`src/hdl/bdh_pkg.sv`:
```
`timescale 1ns / 1ps
`default_nettype none

package bdh_pkg;

    // width of the tick threshold registers
    localparam int THR_W = 16;

    // configuration register indexes
    localparam int CFG_IDX_W = 2;
    typedef enum logic [CFG_IDX_W-1:0] {
        CFG_DEBOUNCE_TICKS = 2'd0,
        CFG_HOLD_TICKS     = 2'd1,
        CFG_PIN_INVERT     = 2'd2
    } t_cfg_idx;

    localparam int CFG_DATA_W = THR_W;

    localparam logic [THR_W-1:0] DEBOUNCE_RESET = 16'd20;
    localparam logic [THR_W-1:0] HOLD_RESET     = 16'd1000;
    localparam logic             PIN_INVERT_RESET = 1'b1;

    typedef struct packed {
        logic [THR_W-1:0] debounce_ticks;
        logic [THR_W-1:0] hold_ticks;
        logic             pin_invert;
    } t_cfg;

    typedef struct packed {
        logic press_pulse;
        logic release_pulse;
        logic hold_pulse;
        logic is_down;
    } t_result;

endpackage

`default_nettype wire

```
`src/hdl/bdh_in_if.sv`:
```
`timescale 1ns / 1ps
`default_nettype none

interface bdh_in_if;
    logic valid;
    logic ready;
    logic pin_level;

    modport source (output valid, output pin_level, input ready);
    modport sink   (input valid, input pin_level, output ready);
endinterface

`default_nettype wire

```
`src/hdl/bdh_out_if.sv`:
```
`timescale 1ns / 1ps
`default_nettype none

interface bdh_out_if;
    logic valid;
    logic ready;
    logic press_pulse;
    logic release_pulse;
    logic hold_pulse;
    logic is_down;

    modport source (
        output valid, output press_pulse, output release_pulse,
        output hold_pulse, output is_down, input ready
    );
    modport sink (
        input valid, input press_pulse, input release_pulse,
        input hold_pulse, input is_down, output ready
    );
endinterface

`default_nettype wire

```
`src/hdl/bdh_core.sv`:
```
`timescale 1ns / 1ps
`default_nettype none

module bdh_core
    import bdh_pkg::*;
#(
    parameter int COUNT_WIDTH = 16
) (
    input  wire logic    i_clk,
    input  wire logic    i_rst_n,
    input  wire logic    i_step,
    input  wire logic    i_pin_level,
    input  wire t_cfg    i_cfg,
    output t_result      o_result
);

    localparam int CMP_W = (COUNT_WIDTH > THR_W) ? COUNT_WIDTH : THR_W;
    localparam logic [COUNT_WIDTH-1:0] CNT_MAX = {COUNT_WIDTH{1'b1}};

    logic                   r_raw_level;
    logic                   r_stable_level;
    logic [COUNT_WIDTH-1:0] r_since_change;
    logic [COUNT_WIDTH-1:0] r_since_press;
    logic                   r_hold_done;

    logic                   n_raw_level;
    logic                   n_stable_level;
    logic [COUNT_WIDTH-1:0] n_since_change;
    logic [COUNT_WIDTH-1:0] n_since_press;
    logic                   n_hold_done;

    logic raw;
    logic settle;
    logic hold_clear;
    logic hold_fire;

    always_comb begin
        raw = i_pin_level ^ i_cfg.pin_invert;
        n_raw_level = raw;

        if (raw != r_raw_level) begin
            n_since_change = '0;
        end else if (r_since_change == CNT_MAX) begin
            n_since_change = r_since_change;
        end else begin
            n_since_change = r_since_change + 1'b1;
        end

        settle = (raw != r_stable_level) &&
                 (CMP_W'(n_since_change) >= CMP_W'(i_cfg.debounce_ticks));

        n_stable_level = settle ? raw : r_stable_level;
        hold_clear     = settle ? 1'b0 : r_hold_done;

        // a press restarts the hold timer
        if (settle && raw) begin
            n_since_press = '0;
        end else if (r_since_press == CNT_MAX) begin
            n_since_press = r_since_press;
        end else begin
            n_since_press = r_since_press + 1'b1;
        end

        hold_fire = n_stable_level && !hold_clear &&
                    (CMP_W'(n_since_press) >= CMP_W'(i_cfg.hold_ticks));
        n_hold_done = hold_fire | hold_clear;

        o_result.press_pulse   = settle && raw;
        o_result.release_pulse = settle && !raw;
        o_result.hold_pulse    = hold_fire;
        o_result.is_down       = n_stable_level;
    end

    always_ff @(posedge i_clk) begin
        if (!i_rst_n) begin
            r_raw_level    <= 1'b0;
            r_stable_level <= 1'b0;
            r_since_change <= '0;
            r_since_press  <= '0;
            r_hold_done    <= 1'b0;
        end else if (i_step) begin
            r_raw_level    <= n_raw_level;
            r_stable_level <= n_stable_level;
            r_since_change <= n_since_change;
            r_since_press  <= n_since_press;
            r_hold_done    <= n_hold_done;
        end
    end

endmodule

`default_nettype wire

```
`src/hdl/button_debounce_hold_top.sv`:
```
`timescale 1ns / 1ps
`default_nettype none

// Push-button debouncer with long-press detection. Each request on i_in is one
// time tick carrying the sampled pin level; each produces exactly one result on
// o_out with press, release and hold pulses and the debounced pressed state.
// The debounce state updates on acceptance; the result sits in an output register,
// offered in the cycle after. A request can be taken every clock cycle as long as
// o_out is ready; a new request is taken in the same cycle the waiting result
// leaves, and the input stalls while a result waits unread. Thresholds, in ticks,
// must be set by the user through the write port while idle; nothing enforces it.
// Reset assumes the button released, debounce 20 ticks, hold 1000, active low.

module button_debounce_hold_top
    import bdh_pkg::*;
#(
    parameter int COUNT_WIDTH = 16
) (
    input  wire logic                  i_clk,
    input  wire logic                  i_rst_n,
    bdh_in_if.sink                     i_in,
    bdh_out_if.source                  o_out,
    input  wire logic                  i_cfg_we,
    input  wire logic [CFG_IDX_W-1:0]  i_cfg_idx,
    input  wire logic [CFG_DATA_W-1:0] i_cfg_data
);

    t_cfg    r_cfg;
    t_result step_result;
    t_result r_result;
    logic    r_out_valid;
    logic    step;

    // take a new tick whenever the output slot is free or draining
    assign i_in.ready = !r_out_valid || o_out.ready;
    assign step       = i_in.valid && i_in.ready;

    always_ff @(posedge i_clk) begin
        if (!i_rst_n) begin
            r_cfg.debounce_ticks <= DEBOUNCE_RESET;
            r_cfg.hold_ticks     <= HOLD_RESET;
            r_cfg.pin_invert     <= PIN_INVERT_RESET;
        end else if (i_cfg_we) begin
            unique case (i_cfg_idx)
                CFG_DEBOUNCE_TICKS: r_cfg.debounce_ticks <= i_cfg_data[THR_W-1:0];
                CFG_HOLD_TICKS:     r_cfg.hold_ticks     <= i_cfg_data[THR_W-1:0];
                CFG_PIN_INVERT:     r_cfg.pin_invert     <= i_cfg_data[0];
                default: ;
            endcase
        end
    end

    bdh_core #(
        .COUNT_WIDTH (COUNT_WIDTH)
    ) u_core (
        .i_clk       (i_clk),
        .i_rst_n     (i_rst_n),
        .i_step      (step),
        .i_pin_level (i_in.pin_level),
        .i_cfg       (r_cfg),
        .o_result    (step_result)
    );

    always_ff @(posedge i_clk) begin
        if (!i_rst_n) begin
            r_out_valid <= 1'b0;
        end else if (step) begin
            r_out_valid <= 1'b1;
        end else if (o_out.ready) begin
            r_out_valid <= 1'b0;
        end
    end

    always_ff @(posedge i_clk) begin
        if (step) begin
            r_result <= step_result;
        end
    end

    assign o_out.valid         = r_out_valid;
    assign o_out.press_pulse   = r_result.press_pulse;
    assign o_out.release_pulse = r_result.release_pulse;
    assign o_out.hold_pulse    = r_result.hold_pulse;
    assign o_out.is_down       = r_result.is_down;

endmodule

`default_nettype wire

```
`src/flat_wrapper.sv`:
```
// flat-port wrapper written by rule: the top's interface ports become plain ports
module button_debounce_hold_top_flat import bdh_pkg::*;
#(
    parameter int COUNT_WIDTH = 16
)
  (i_clk, i_rst_n, i_cfg_we, i_cfg_idx, i_cfg_data, i_in_valid, i_in_pin_level, i_in_ready, o_out_valid, o_out_press_pulse, o_out_release_pulse, o_out_hold_pulse, o_out_is_down, o_out_ready);
  bdh_in_if i_in_i ();
  bdh_out_if o_out_i ();
  input  wire logic i_clk;
  input  wire logic i_rst_n;
  input  wire logic i_cfg_we;
  input  wire logic [CFG_IDX_W-1:0] i_cfg_idx;
  input  wire logic [CFG_DATA_W-1:0] i_cfg_data;
  input wire logic [$bits(i_in_i.valid)-1:0] i_in_valid;
  input wire logic [$bits(i_in_i.pin_level)-1:0] i_in_pin_level;
  output wire logic [$bits(i_in_i.ready)-1:0] i_in_ready;
  output wire logic [$bits(o_out_i.valid)-1:0] o_out_valid;
  output wire logic [$bits(o_out_i.press_pulse)-1:0] o_out_press_pulse;
  output wire logic [$bits(o_out_i.release_pulse)-1:0] o_out_release_pulse;
  output wire logic [$bits(o_out_i.hold_pulse)-1:0] o_out_hold_pulse;
  output wire logic [$bits(o_out_i.is_down)-1:0] o_out_is_down;
  input wire logic [$bits(o_out_i.ready)-1:0] o_out_ready;
  assign i_in_i.valid = i_in_valid;
  assign i_in_i.pin_level = i_in_pin_level;
  assign i_in_ready = i_in_i.ready;
  assign o_out_valid = o_out_i.valid;
  assign o_out_press_pulse = o_out_i.press_pulse;
  assign o_out_release_pulse = o_out_i.release_pulse;
  assign o_out_hold_pulse = o_out_i.hold_pulse;
  assign o_out_is_down = o_out_i.is_down;
  assign o_out_i.ready = o_out_ready;
  button_debounce_hold_top #(.COUNT_WIDTH(COUNT_WIDTH)) u_core (.i_clk(i_clk), .i_rst_n(i_rst_n), .i_in(i_in_i), .o_out(o_out_i), .i_cfg_we(i_cfg_we), .i_cfg_idx(i_cfg_idx), .i_cfg_data(i_cfg_data));
endmodule
```
`config.mk`:
```
export PLATFORM = sky130hd
export DESIGN_NAME = button_debounce_hold_top_flat
export DESIGN_NICKNAME = d
export VERILOG_FILES = /design/src/hdl/bdh_pkg.sv /design/src/hdl/bdh_in_if.sv /design/src/hdl/bdh_out_if.sv /design/src/hdl/bdh_core.sv /design/src/hdl/button_debounce_hold_top.sv /design/src/flat_wrapper.sv
export SDC_FILE = /design/constraint.sdc
export NUM_CORES = 1
export LEC_CHECK = 0
export ABC_AREA = 0
export BUFFER_PORTS_ARGS = -buffer_cell sky130_fd_sc_hd__buf_2
export CORE_ASPECT_RATIO = 0.9
export CORE_UTILIZATION = 45
export CTS_BUF_LIST = sky130_fd_sc_hd__clkbuf_16
export DETAILED_ROUTE_END_ITERATION = 8
export HOLD_SLACK_MARGIN = 0.06
export PLACE_DENSITY = 0.62
export SLEW_MARGIN = 10
export SYNTH_ARGS = -nofsm -noshare
export SYNTH_HDL_FRONTEND = slang
export SYNTH_HIERARCHICAL = 1
export SYNTH_SLANG_ARGS = --single-unit
```
`constraint.sdc`:
```
create_clock -name i_clk -period 7 [get_ports i_clk]
set_clock_uncertainty 0.1 [all_clocks]
set_input_delay 0 -clock i_clk [delete_from_list [all_inputs] [get_ports i_clk]]
set_output_delay 0 -clock i_clk [all_outputs]
set_load 0.03 [all_outputs]
```
== Word level (Yosys, flattened, before mapping) ==
Cells that the tools add are included.
Operators by class
  add/sub/neg operators: 2
  reduce and logical (&&, ||, !) cells: 15
  equality and inequality tests: 6
  shift operators: 0
  divide/modulo/power cells: 0
  multiply operators: 0
  $lt $le $gt $ge: 2
  multiplexer cells: 8
  bitwise gates (word level): 2
Operator list (count)
  two-way mux 16 bit: 4
  adder 16 x 1 -> 16 bit (second input constant): 2
  equality test 16 bit (second input constant): 2
  >= comparator 16 bit: 2
  logical AND 1 bit: 6
  AND reduction 2 bit: 3
  two-way mux 1 bit: 4
  logical NOT 1 bit: 3
  equality test 2 x 1 -> 1 bit (second input constant): 1
  equality test 2 bit (second input constant): 1
  logical NOT 2 bit: 1
  inequality test 1 bit: 2
  nonzero test 2 bit: 1
  logical OR 1 bit: 1
  bitwise OR 1 bit: 1
  bitwise XOR 1 bit: 1
Storage, ports and cells
  memory bits (read-only): 0
  bits in latches: 0
  word-level logic and storage cells: 48
  memories: 0
  register bits: 73
  bits of input ports: 24
  output and inout bits: 6
  RAM bits: 0

== Longest topological paths before layout ==
Gate-level depths: netlist (run 1).
  depth after elaboration: 10
  depth in mapped cells: 24

== Cells and area by module ==
Netlist (run 1), hierarchy kept.
Modules (own cells, without submodules)
  bdh_core: cells an instance 430, instances 1, area an instance 3235.6 µm², seq. area each 700.7 µm²
  button_debounce_hold_top: cells an instance 149, instances 1, area an instance 1515.2 µm², seq. area each 800.8 µm²

== Worst setup path before layout (run 1) ==
Ideal clock, no wire load.
  path kind: reg-to-reg
  start point: register u_core.u_core.r_since_change[0]
  end point: register u_core.r_result, in the netlist u_core/o_out.hold_pulse (data pin)
  data arrival time: 4709 ps
  cell stages (with the launch flop): 24
  library setup time: 251 ps
  required time: 6649 ps
  setup slack: 1940 ps
  cells stage by stage: dfxtp_1 ha_1 nand3_1 nor4_4 nand3_1 buf_2 xor2_1 nand2_1 ha_1 nand2b_1 a2111o_1 a31oi_4 a41oi_4 clkbuf_1 buf_2 a21oi_1 ha_1 a21oi_1 nor2_1 a211oi_1 a21oi_1 a211o_1 and3_1 buf_4
RTL lines
  from (decl): line bdh_core.sv:22  | logic [COUNT_WIDTH-1:0] r_since_change;
  from (signal assigned): line bdh_core.sv:84  | r_since_change <= n_since_change;
  to (signal assigned): line button_debounce_hold_top.sv:76  | r_result <= step_result;
  to (decl): line button_debounce_hold_top.sv:30  | t_result r_result;

==> metrics.md, run 1 <==
| Metric | Value |
|---|---|
| Status | `complete, no violations` |
| N_diodes | `0` |
| Max VDD drop | `0.124 mV` |
| Seq/Total Area, Yosys | `31.6%` |
| Reg clk slew, reported paths | `60 ps` |
| Slew headroom | `38.4%` |
| CP Class | `reg -> reg` |
| Endpoints failing setup | `0` |
| DR vias/cell | `5.58` |
| DIE AREA | `11,000 µm²` |
| Post-synthesis async set-or-reset flop share | `0%` |
| Fin. max-slew vios | `0` |
| CTS max path bufs | `2` |
| Critical path required time | `6990 ps` |
| Yosys cell types | `62` |
| Period utilization | `82.3%` |
| Synth warnings | `6` |
| Initial core utilization | `46.4%` |
| Final wirelength | `11,300 µm` |
| CP Cell Sequence | `ha_1 > nand3_1 > nor4_4 > nand3_1 > nand4_1 > xor2_1 > nor2_1 > ha_1 > o21ai_0 > nor3_1 > a31oi_4 > a41oi_4 > a21oi_1 > ha_1 > a21oi_1 > nor2_1 > a211oi_1 > o211ai_1 > a211o_1 > and3_1` |
| Critical-path top delay cell | `a41oi_4` |
| Maximum number of pins on one net before global-route repair | `61` |
| Mapped Nets | `637` |
| Power Total | `1.00 mW` |
| Delay of the slowest cell on the worst path | `690 ps` |
| Core Region | `10,200 µm²` |
| Power per standard cell area | `184 nW/µm²` |
| Primary FF master, synth | `dfxtp_1` |
| Leak | `2.29 nW` |
| Clk sinks | `73` |
| Row count | `35` |
| Worst slew pin tran | `919 ps` |
| Starting DRT DRC Count | `249` |
| Crit path DAT | `5750 ps` |
| Post-synthesis sequential element count | `73` |
| Syn avg cell area | `8.21 µm²` |
| FILL cells | `962` |
| Element type at the critical path end | `register` |
| Seq. cell area | `1500 µm²` |
| Most frequent cell on the critical path | `ha_1` |
| Crit path max fanout | `28` |
| Global-route wire length before repair | `18,600 µm` |
| CTS tree | `done` |
| Clock period minus final worst setup slack | `5760 ps` |
| FMAX | `174 MHz` |
| First-pass iteration count of the detailed router | `5` |
| GRT overflow | `0` |
| Fraction of layout cells with a size suffix above 1 | `10.2%` |
| Post-synth EDFFs | `4` |
| Die width | `110 µm` |
| Min-delay worst type | `in -> reg` |
| Fin Setup TNS | `0 ps` |
| Routed Antenna Nets | `0` |
| Wire per inst | `15.1 µm` |
| Worst-Skew Late Latency | `330 ps` |
| GPL Wtd Cong | `0.829` |
| Nets@finish | `673` |
| Hpwl dp | `7660 µm` |
| Initial antenna violation count | `0` |
| Fin. Hold Viols | `0` |
| Drt drc | `0` |
| Synth Cell Area | `4750 µm²` |
| Footprint of the multi-input gates | `2900 µm²` |
| Clk root buf | `clkbuf_16` |
| RSZ-0062 raised after global routing | `false` |
| IO Port Bufs | `29` |
| Max-cap viol count | `0` |
| Chip Height | `99.5 µm` |
| CP Launch Type | `register` |
| Cells after Synth | `579` |
| Vias in the first global route | `3,874` |
| Inserted Clock Buffers | `9` |
| IO Count | `30` |
| H-tree Lvls | `3` |
| CTS-repair resized insts | `0` |
| DR vias | `4,181` |
| P&R area growth vs syn | `14.6%` |
| Total GRT Usage | `21.8%` |
## repair_timing
action,in CTS,in global routing
setup endpoints to repair,0,0
hold buffers,24,0
buffers inserted,0,0
hold endpoints to repair,35,0
## final cells by class
class | count | area share (%)
clock inverters | 6 | 0.735
repair buffers | 57 | 7.63
flip-flops and latches | 73 | 27.6
multi-input cells | 426 | 53.2
clock buffers | 10 | 4.60
inverters | 48 | 3.31
well taps | 129 | 2.96
## critical path: cells and delay by family (launching register included)
kind                       cells  cell delay [ps]
AOI/OAI and AO/OA              8             2010
and+or+nand+nor                8             1910
adders and majority gates      3              870
DFF                            1              450
xor gates and xnor gates       1              170
## path summary, 6_finish.rpt
kind | startpoint | to | slack (ps) | cells after the start
min reg2reg | u_core/r_cfg[11] | u_core/r_cfg[11] | 360 | 2
max reg2reg | u_core/u_core/r_since_change[0] | u_core/o_out.hold_pulse | 1240 | 20
max | u_core/u_core/r_since_change[0] | u_core/o_out.hold_pulse | 1240 | 20
min | i_rst_n | u_core/r_cfg[6] | 160 | 3
## cell families after synthesis
family                   count (synthesis)  share of synthesized area [%]
multiplexers                            32                           6.74
flip-flops                              73                           31.6
adder cells (fa/ha/maj)                 34                           8.95
buffers and inverters                   80                           7.43
AO/OA/AOI/OAI                          124                           17.9
AND/OR/NAND/NOR                        217                           23.5
XOR/XNOR                                19                           3.82
## cells in the final DEF (no fill, tap or decap), types with 7 or more instances in the layout
cell type	count
a211oi_1	8
dfxtp_1	69
o21ai_0	13
nor2_1	45
buf_2	29
nand4_1	11
o21a_1	10
inv_1	48
and3_1	12
a21oi_1	37
a21o_1	9
dlygate4sd3_1	24
a31oi_1	11
xor2_1	8
xnor2_1	9
ha_1	34
nand2_1	75
clkbuf_16	10
nand3_1	16
nand4b_1	7
o211ai_1	12
mux2i_1	32
nor3_1	9
## metrics by stage
step	util (%)	area, µm²	setup WS [ps]	std cells	hold slack (ps)
2_1_floorplan	-	4750	1940	579	38.8
3_3_place_gp	48.0	4910	1470	709	156
3_5_place_dp	48.0	4910	1310	709	169
4_1_cts	53.1	5450	1270	749	154
5_1_grt	53.1	5450	692	749	198
6_report	53.1	5450	1240	749	159
## flip-flops by register name, indices dropped and copies added (netlist names)
name	cells
u_core/o_out.release_pulse	1
u_core/u_core/r_since_change	16
u_core/u_core/r_since_press	16
u_core/o_out.hold_pulse	1
u_core/o_out.valid	1
u_core/r_cfg	33
u_core/u_core/r_raw_level	1
u_core/u_core/r_hold_done	1
u_core/u_core/r_stable_level	1
u_core/o_out.press_pulse	1
u_core/o_out.is_down	1
## where the power goes
| group | leakage [nW] | switching (mW) | total [mW] | internal (mW) |
|---|---|---|---|---|
| combinational | 1.54 | 0.0692 | 0.116 | 0.0473 |
| sequential | 0.601 | 0.00810 | 0.438 | 0.430 |
| clock | 0.146 | 0.184 | 0.446 | 0.262 |
| total | 2.29 | 0.261 | 1.00 | 0.739 |
## metal layers
layer	track usage, %	share of wire, %	vias up
met4	6.17	0.99	0
met5	0	0	-
met3	3.47	3.3	12
met1	31.3	52	1953
li1	-	-	2126
met2	33.6	44	90
## Yosys cell counts, types with 3 or more instances
| library cell | instances | share of area (%) |
|---|---|---|
| nand2_1 | 75 | 5.9 |
| dfxtp_1 | 69 | 29 |
| inv_1 | 47 | 3.7 |
| nor2_1 | 45 | 3.6 |
| a21oi_1 | 37 | 3.9 |
| ha_1 | 34 | 9.0 |
| mux2i_1 | 32 | 6.7 |
| nand3_1 | 16 | 1.7 |
| o21ai_0 | 13 | 1.4 |
| and3_1 | 12 | 1.6 |
| buf_2 | 12 | 1.3 |
| clkbuf_1 | 12 | 0.95 |
| o211ai_1 | 12 | 1.9 |
| a31oi_1 | 11 | 1.4 |
| nand4_1 | 11 | 1.4 |
| o21a_1 | 10 | 1.6 |
| a21o_1 | 9 | 1.4 |
| nor3_1 | 9 | 0.95 |
| xnor2_1 | 9 | 1.7 |
| a211oi_1 | 8 | 1.3 |
| xor2_1 | 8 | 1.5 |
| nand4b_1 | 7 | 1.3 |
| or3_1 | 6 | 0.79 |
| nand2b_1 | 5 | 0.66 |
| nor2b_1 | 5 | 0.66 |
| a31o_2 | 4 | 0.74 |
| and2_1 | 4 | 0.53 |
| edfxtp_1 | 4 | 2.5 |
| a41oi_1 | 3 | 0.55 |
| buf_4 | 3 | 0.47 |
| o211a_1 | 3 | 0.63 |
| or4_1 | 3 | 0.47 |
Note: power is estimated with default switching activity, not from simulation.
==> run 2, diff against run 1 <==
clock period = 5.69 ns   (was 7 ns; I/O delays follow)
==> metrics.md, run 2 (synthesized netlist as in run 1, its figures left out) <==
| Metric | Value |
|---|---|
| IO Count | `30` |
| Leak | `2.30 nW` |
| Power per standard cell area | `227 nW/µm²` |
| Most common cell after layout, fill and taps aside | `nand2_1` |
| Worst reg2reg endpoint | `u_core/o_out.hold_pulse` |
| Clock period minus final worst setup slack | `5310 ps` |
| Post-route met1 wirelength | `5630 µm` |
| IO Port Bufs | `29` |
| Slew headroom | `37.5%` |
| Post-place setup slack | `324 ps` |
| Worst Hold Launch | `i_rst_n` |
| CTS max path bufs | `2` |
| WHS Path Cells | `3` |
| Uppermost routed layer | `met4` |
| Status | `complete, no violations` |
| Initial core utilization | `46.4%` |
| Clk root buf | `clkbuf_16` |
| Worst r2r src | `u_core/u_core/r_since_change[0]` |
| DIE AREA | `11,000 µm²` |
| Fin. max-slew vios | `0` |
| Total GRT Usage | `22.8%` |
| Met3 WL | `687 µm` |
| FMAX | `188 MHz` |
| DR vias | `4,316` |
| Chip Height | `99.5 µm` |
| Wire per inst | `15.7 µm` |
| Footprint of the multi-input gates | `2900 µm²` |
| Max FFs per register | `33` |
| Inserted Clock Buffers | `9` |
| Core Region | `10,200 µm²` |
| Post-route setup slack | `377 ps` |
| Switching share of total power | `25.5%` |
| Routed Antenna Nets | `0` |
| Fin. Hold Viols | `0` |
| Min-delay worst type | `in -> reg` |
| CP startpoint | `u_core/u_core/r_since_change[0]` |
| GRT overflow | `0` |
| Global-route wire length before repair | `19,500 µm` |
| Starting DRT DRC Count | `229` |
| Initial antenna violation count | `0` |
| Clock share of power | `44.7%` |
| Fin util | `53.4%` |
| Period utilization | `93.4%` |
| Nets@finish | `676` |
| CP Class | `reg -> reg` |
| Vias in the first global route | `4,124` |
| First-pass iteration count of the detailed router | `5` |
| Max-cap viol count | `0` |
| Reg power frac | `43.5%` |
| Drt drc | `0` |
| Maximum number of pins on one net before global-route repair | `61` |
| Worst-Skew Late Latency | `320 ps` |
| Seq. cell area | `1500 µm²` |
| RSZ-0062 raised after global routing | `false` |
| N_diodes | `0` |
| Hpwl dp | `8290 µm` |
| Die width | `110 µm` |
| Combinational Power Share | `11.9%` |
| Crit path DAT | `5290 ps` |
| H-tree Lvls | `3` |
| Row count | `35` |
| Met2 Wirelength | `5340 µm` |
| Total net switching power | `0.316 mW` |
| Most frequent cells in the layout | `nand2_1 (75), dfxtp_1 (69), inv_1 (48), nor2_1 (45), a21oi_1 (37)` |
| Fraction of layout cells with a size suffix above 1 | `10.6%` |
| Max VDD drop | `0.150 mV` |
| Reg2reg path depth | `21` |
| Clk sinks | `73` |
| Final wirelength | `11,800 µm` |
| Worst slew pin tran | `932 ps` |
| FILL cells | `1,012` |
| CP Launch Type | `register` |
| Element type at the critical path end | `register` |
| GPL Wtd Cong | `0.856` |
| Largest Register | `u_core/r_cfg` |
| Crit path max fanout | `15` |
| Fin Setup TNS | `0 ps` |
| Reg clk slew, reported paths | `60 ps` |
| DR vias/cell | `5.75` |
| P&R area growth vs syn | `15.1%` |
| Endpoints failing setup | `0` |
| Reg-to-reg slack, setup | `380 ps` |
| Critical path required time | `5670 ps` |
| Int Power | `0.924 mW` |
| CTS tree | `done` |
| Largest registers | `u_core/r_cfg: 33 flops, u_core/u_core/r_since_change: 16 flops, u_core/u_core/r_since_press: 16 flops` |
| Hold endpoint | `u_core/r_cfg[19]` |
## run 2: power by group through the flow
stage	Combinational, mW	Sequential, mW	Clock (mW)
final	0.147	0.539	0.554
after floorplan	0.0916	0.551	0
after global placement	0.131	0.550	0
after detailed placement	0.133	0.550	0
after CTS	0.146	0.539	0.569
after global routing	0.162	0.541	0.587
## run 2: critical path: stages, from the launching register on
cell	delay [ps]
dfxtp_1	460
ha_1	280
nand3_1	220
nor4_4	360
nand3_2	270
nand4_1	200
xor2_1	160
nor2_1	70
ha_1	270
o21ai_0	80
nor3_1	320
a31oi_4	140
a41oi_4	400
buf_4	290
a21oi_1	60
ha_1	190
a21oi_1	140
nor2_1	60
a211oi_1	330
o211ai_1	180
a211o_1	320
and3_1	170
## run 2: per-layer routing
layer | track usage, % | vias to the layer above
met5 | 0 | -
met2 | 36.0 | 146
li1 | - | 2131
met1 | 31.7 | 2027
met4 | 6.58 | 0
met3 | 3.87 | 12
## run 2: metrics by stage
step                      instance area (µm²)  total power [mW]  std cells  hold slack (ps)
after floorplan                          4750             0.643        579             38.8
after global placement                   4940             0.680        712              157
after detailed placement                 4940             0.683        712              162
after CTS                                5470              1.25        751              164
after global routing                     5470              1.29        751              196
final                                    5470              1.24        751              177
## run 2: worst max path at each step
stage	depth (start not counted)	slack, ps	endpoint
global placement	20	550	u_core/o_out.hold_pulse
detailed placement	21	320	u_core/o_out.hold_pulse
floorplan	23	630	u_core/o_out.hold_pulse
global route	20	20	u_core/o_out.hold_pulse
finish	21	380	u_core/o_out.hold_pulse
CTS	21	290	u_core/o_out.hold_pulse
## run 2: final cells by class
type                            count  share of cell area, %
Inverter                           48                   3.29
Sequential cell                    73                   27.4
Clock inverter                      6                   1.14
Clock buffer                        9                   4.12
Timing Repair Buffer               60                   8.01
Tap cell                          129                   2.95
Multi-Input combinational cell    426                   53.0
## run 2: what timing repair did
action	in CTS	in global routing
endpoints found under the hold margin	35	0
gates resized for setup	0	1
endpoints found under the setup margin	0	2
hold buffers	24	0
setup buffers	0	0
==> run 3, diff against run 2 <==
ABC_AREA = 1   (was 0)
==> metrics.md, run 3 <==
| Metric | Value |
|---|---|
| Slew headroom | `27.5%` |
| Post-route met1 wirelength | `6100 µm` |
| Clk sinks | `73` |
| Finished Layout Cells | `901` |
| Power per standard cell area | `261 nW/µm²` |
| Largest area contributor in the netlist | `dfxtp_1` |
| Hpwl dp | `8300 µm` |
| Initial antenna violation count | `0` |
| P&R area growth vs syn | `15.6%` |
| Placed inst area | `5070 µm²` |
| GRT overflow | `0` |
| DR vias | `4,533` |
| Fin area | `5650 µm²` |
| Max VDD drop | `0.171 mV` |
| Worst-Skew Late Latency | `330 ps` |
| Wire per inst | `12.9 µm` |
| Fin. max-slew vios | `0` |
| Nets@finish | `825` |
| Met2 Wirelength | `4940 µm` |
| Period utilization | `76.4%` |
| Most frequent cell on the critical path | `nand2_1` |
| DIE AREA | `11,300 µm²` |
| Endpoints failing setup | `0` |
| Min-delay worst type | `in -> reg` |
| Critical path required time | `5680 ps` |
| Switching share of total power | `30.2%` |
| Syn avg cell area | `6.73 µm²` |
| Fin util | `54.4%` |
| Most frequent cells in the layout | `nand2_1 (139), inv_1 (135), dfxtp_1 (69), nor2_1 (59), nand3_1 (58)` |
| Vias in the first global route | `4,401` |
| FMAX | `230 MHz` |
| Cells after Synth | `726` |
| Final wirelength | `11,600 µm` |
| Synth area leaders | `dfxtp_1 (28%), nand2_1 (11%), inv_1 (10%), ha_1 (8.7%), a21oi_1 (5.9%)` |
| Leak | `2.91 nW` |
| GPL Wtd Cong | `0.838` |
| Drt drc | `3` |
| Crit-path leading delay family | `simple AND/OR/NAND/NOR gates` |
| Total net switching power | `0.446 mW` |
| Fin. Hold Viols | `0` |
| Core Region | `10,400 µm²` |
| Cell Count Post-Placement | `858` |
| Synth warnings | `6` |
| CTS max path bufs | `2` |
| Max-cap viol count | `0` |
| Reg power frac | `39.7%` |
| Top cell type's share of synthesized area | `28.3%` |
| Yosys cell types | `42` |
| Most common cell in the netlist | `nand2_1` |
| Fin Setup TNS | `0 ps` |
| Clock share of power | `40.0%` |
| Crit path DAT | `4330 ps` |
| Reg clk slew, reported paths | `60 ps` |
| Row count | `35` |
| Primary FF master, synth | `dfxtp_1` |
| Synth Cell Area | `4890 µm²` |
| Post-place setup slack | `1440 ps` |
| Clock period minus final worst setup slack | `4350 ps` |
| Status | `complete, but fails checks` |
| Post-route setup slack | `1340 ps` |
| Most common cell after layout, fill and taps aside | `nand2_1` |
| Uppermost routed layer | `met4` |
| Post-synthesis sequential element count | `73` |
| Crit path max fanout | `17` |
| Initial core utilization | `47.1%` |
| Largest registers | `u_core/r_cfg: 33 flops, u_core/u_core/r_since_change: 16 flops, u_core/u_core/r_since_press: 16 flops` |
| CP Cell Sequence | `or2_1 > and2_1 > xor2_4 > o21ai_0 > inv_1 > ha_1 > nand2_1 > nand2_1 > nand2_1 > nand2_1 > nor2_1 > nand2_1 > nand2_1 > nand2_1 > nand2_4 > o21ai_0 > inv_1 > ha_1 > a21oi_1 > o21ai_0 > a21oi_1 > nand2_1 > nor2_1 > nor2_1` |
| Post-synth EDFFs | `4` |
| Worst slew pin tran | `1090 ps` |
| Met3 WL | `484 µm` |
| Die width | `112 µm` |
| IO Port Bufs | `29` |
| Delay of the slowest cell on the worst path | `440 ps` |
| First-pass iteration count of the detailed router | `7` |
| Seq/Total Area, Yosys | `30.7%` |
| Maximum number of pins on one net before global-route repair | `72` |
| Chip Height | `101 µm` |
| Total GRT Usage | `22.4%` |
| Combinational Power Share | `20.3%` |
| Critical-path top delay cell | `xor2_4` |
| Buf/Inv on CP | `2` |
| Fraction of layout cells with a size suffix above 1 | `12.7%` |
| Routed Antenna Nets | `0` |
| N_diodes | `0` |
| Starting DRT DRC Count | `236` |
| CP Launch Type | `register` |
| CP Class | `reg -> reg` |
| Mapped Nets | `784` |
| Max FFs per register | `33` |
| Post-synthesis async set-or-reset flop share | `0%` |
| DR vias/cell | `5.03` |
| Global-route wire length before repair | `20,200 µm` |
| Inserted Clock Buffers | `9` |
| CTS tree | `done` |
| Largest Register | `u_core/r_cfg` |
| Int Power | `1.03 mW` |
| Violated checks | `design-rule violations` |
| RSZ-0062 raised after global routing | `false` |
| Synth top cells by count | `nand2_1 (139), inv_1 (134), dfxtp_1 (69)` |
| H-tree Lvls | `3` |
| Clk root buf | `clkbuf_16` |
| Element type at the critical path end | `register` |
| IO Count | `30` |
-- run 3: cell count changes after synthesis, sizes merged, moves of 12 or more --
| cell | delta |
|---|---|
| nand3 | +44 |
| nand2 | +80 |
| a21oi | +27 |
| o21ai | +40 |
| o211ai | -12 |
| nor2 | +22 |
| a31oi | -12 |
| mux2i | -32 |
| and3 | -12 |
| inv | +94 |
-- run 3: final timing paths --
path | startpoint | endpoint | slack [ps] | cells after the start
setup / recovery | u_core/r_cfg[0] | u_core/o_out.hold_pulse | 1340 | 24
hold / removal | i_cfg_idx[0] | u_core/r_cfg[7] | 140 | 4
setup reg to reg | u_core/r_cfg[0] | u_core/o_out.hold_pulse | 1340 | 24
hold reg to reg | u_core/r_cfg[21] | u_core/r_cfg[21] | 360 | 2
-- run 3: cell type report --
cell class                      count  area [µm²]
Sequential cell                    73        1500
Timing Repair Buffer               58         430
Multi-Input combinational cell    484        2710
Fill cell                        1030        4730
Clock inverter                      6        63.8
Tap cell                          129         161
Inverter                          141         529
Clock buffer                       10         250
-- run 3: routing by layer --
metal	vias up	GRT usage, %
met5	-	0
met4	0	6.55
met3	9	4.27
met2	94	35.3
met1	2056	31.0
li1	2374	-
-- run 3: timing repair --
| action | in CTS | in global routing |
|---|---|---|
| hold buffers | 27 | 0 |
| resized for setup | 0 | 0 |
| setup endpoints to repair | 0 | 0 |
| hold endpoints to repair | 34 | 0 |
| setup buffers | 0 | 0 |
-- run 3: worst register-to-register path, delay by kind of cell (launching register included) --
| kind | cells | cell delay [ps] |
|---|---|---|
| flip-flops | 1 | 320 |
| AO/OA/AOI/OAI | 5 | 870 |
| AND/OR/NAND/NOR | 14 | 1650 |
| buffers and inverters | 2 | 230 |
| XOR/XNOR | 1 | 450 |
| adder cells (fa/ha/maj) | 2 | 480 |
-- run 3: cell families (layout without fill, tap and decap cells) --
logic type / count (synthesis) / count (layout) / share of synthesized area (%)
AO/OA/AOI/OAI: 122 / 122 / 13.2
XOR/XNOR: 13 / 13 / 2.71
adder cells (fa/ha/maj): 34 / 34 / 8.71
buffers and inverters: 169 / 215 / 14.0
flip-flops: 73 / 73 / 30.7
AND/OR/NAND/NOR: 315 / 315 / 30.7
-- run 3: power by group through the flow --
stage / clock network (mW) / registers, mW / logic [mW]
after detailed placement: 0 / 0.596 / 0.283
after global routing: 0.627 / 0.591 / 0.341
after global placement: 0 / 0.595 / 0.275
final: 0.590 / 0.586 / 0.299
after floorplan: 0 / 0.597 / 0.220
after CTS: 0.604 / 0.585 / 0.298
-- run 3: through the flow --
stage	hold slack [ps]	power, mW
finish	140	1.48
global route	157	1.56
CTS	109	1.49
detailed placement	127	0.879
global placement	124	0.870
floorplan	13.2	0.817
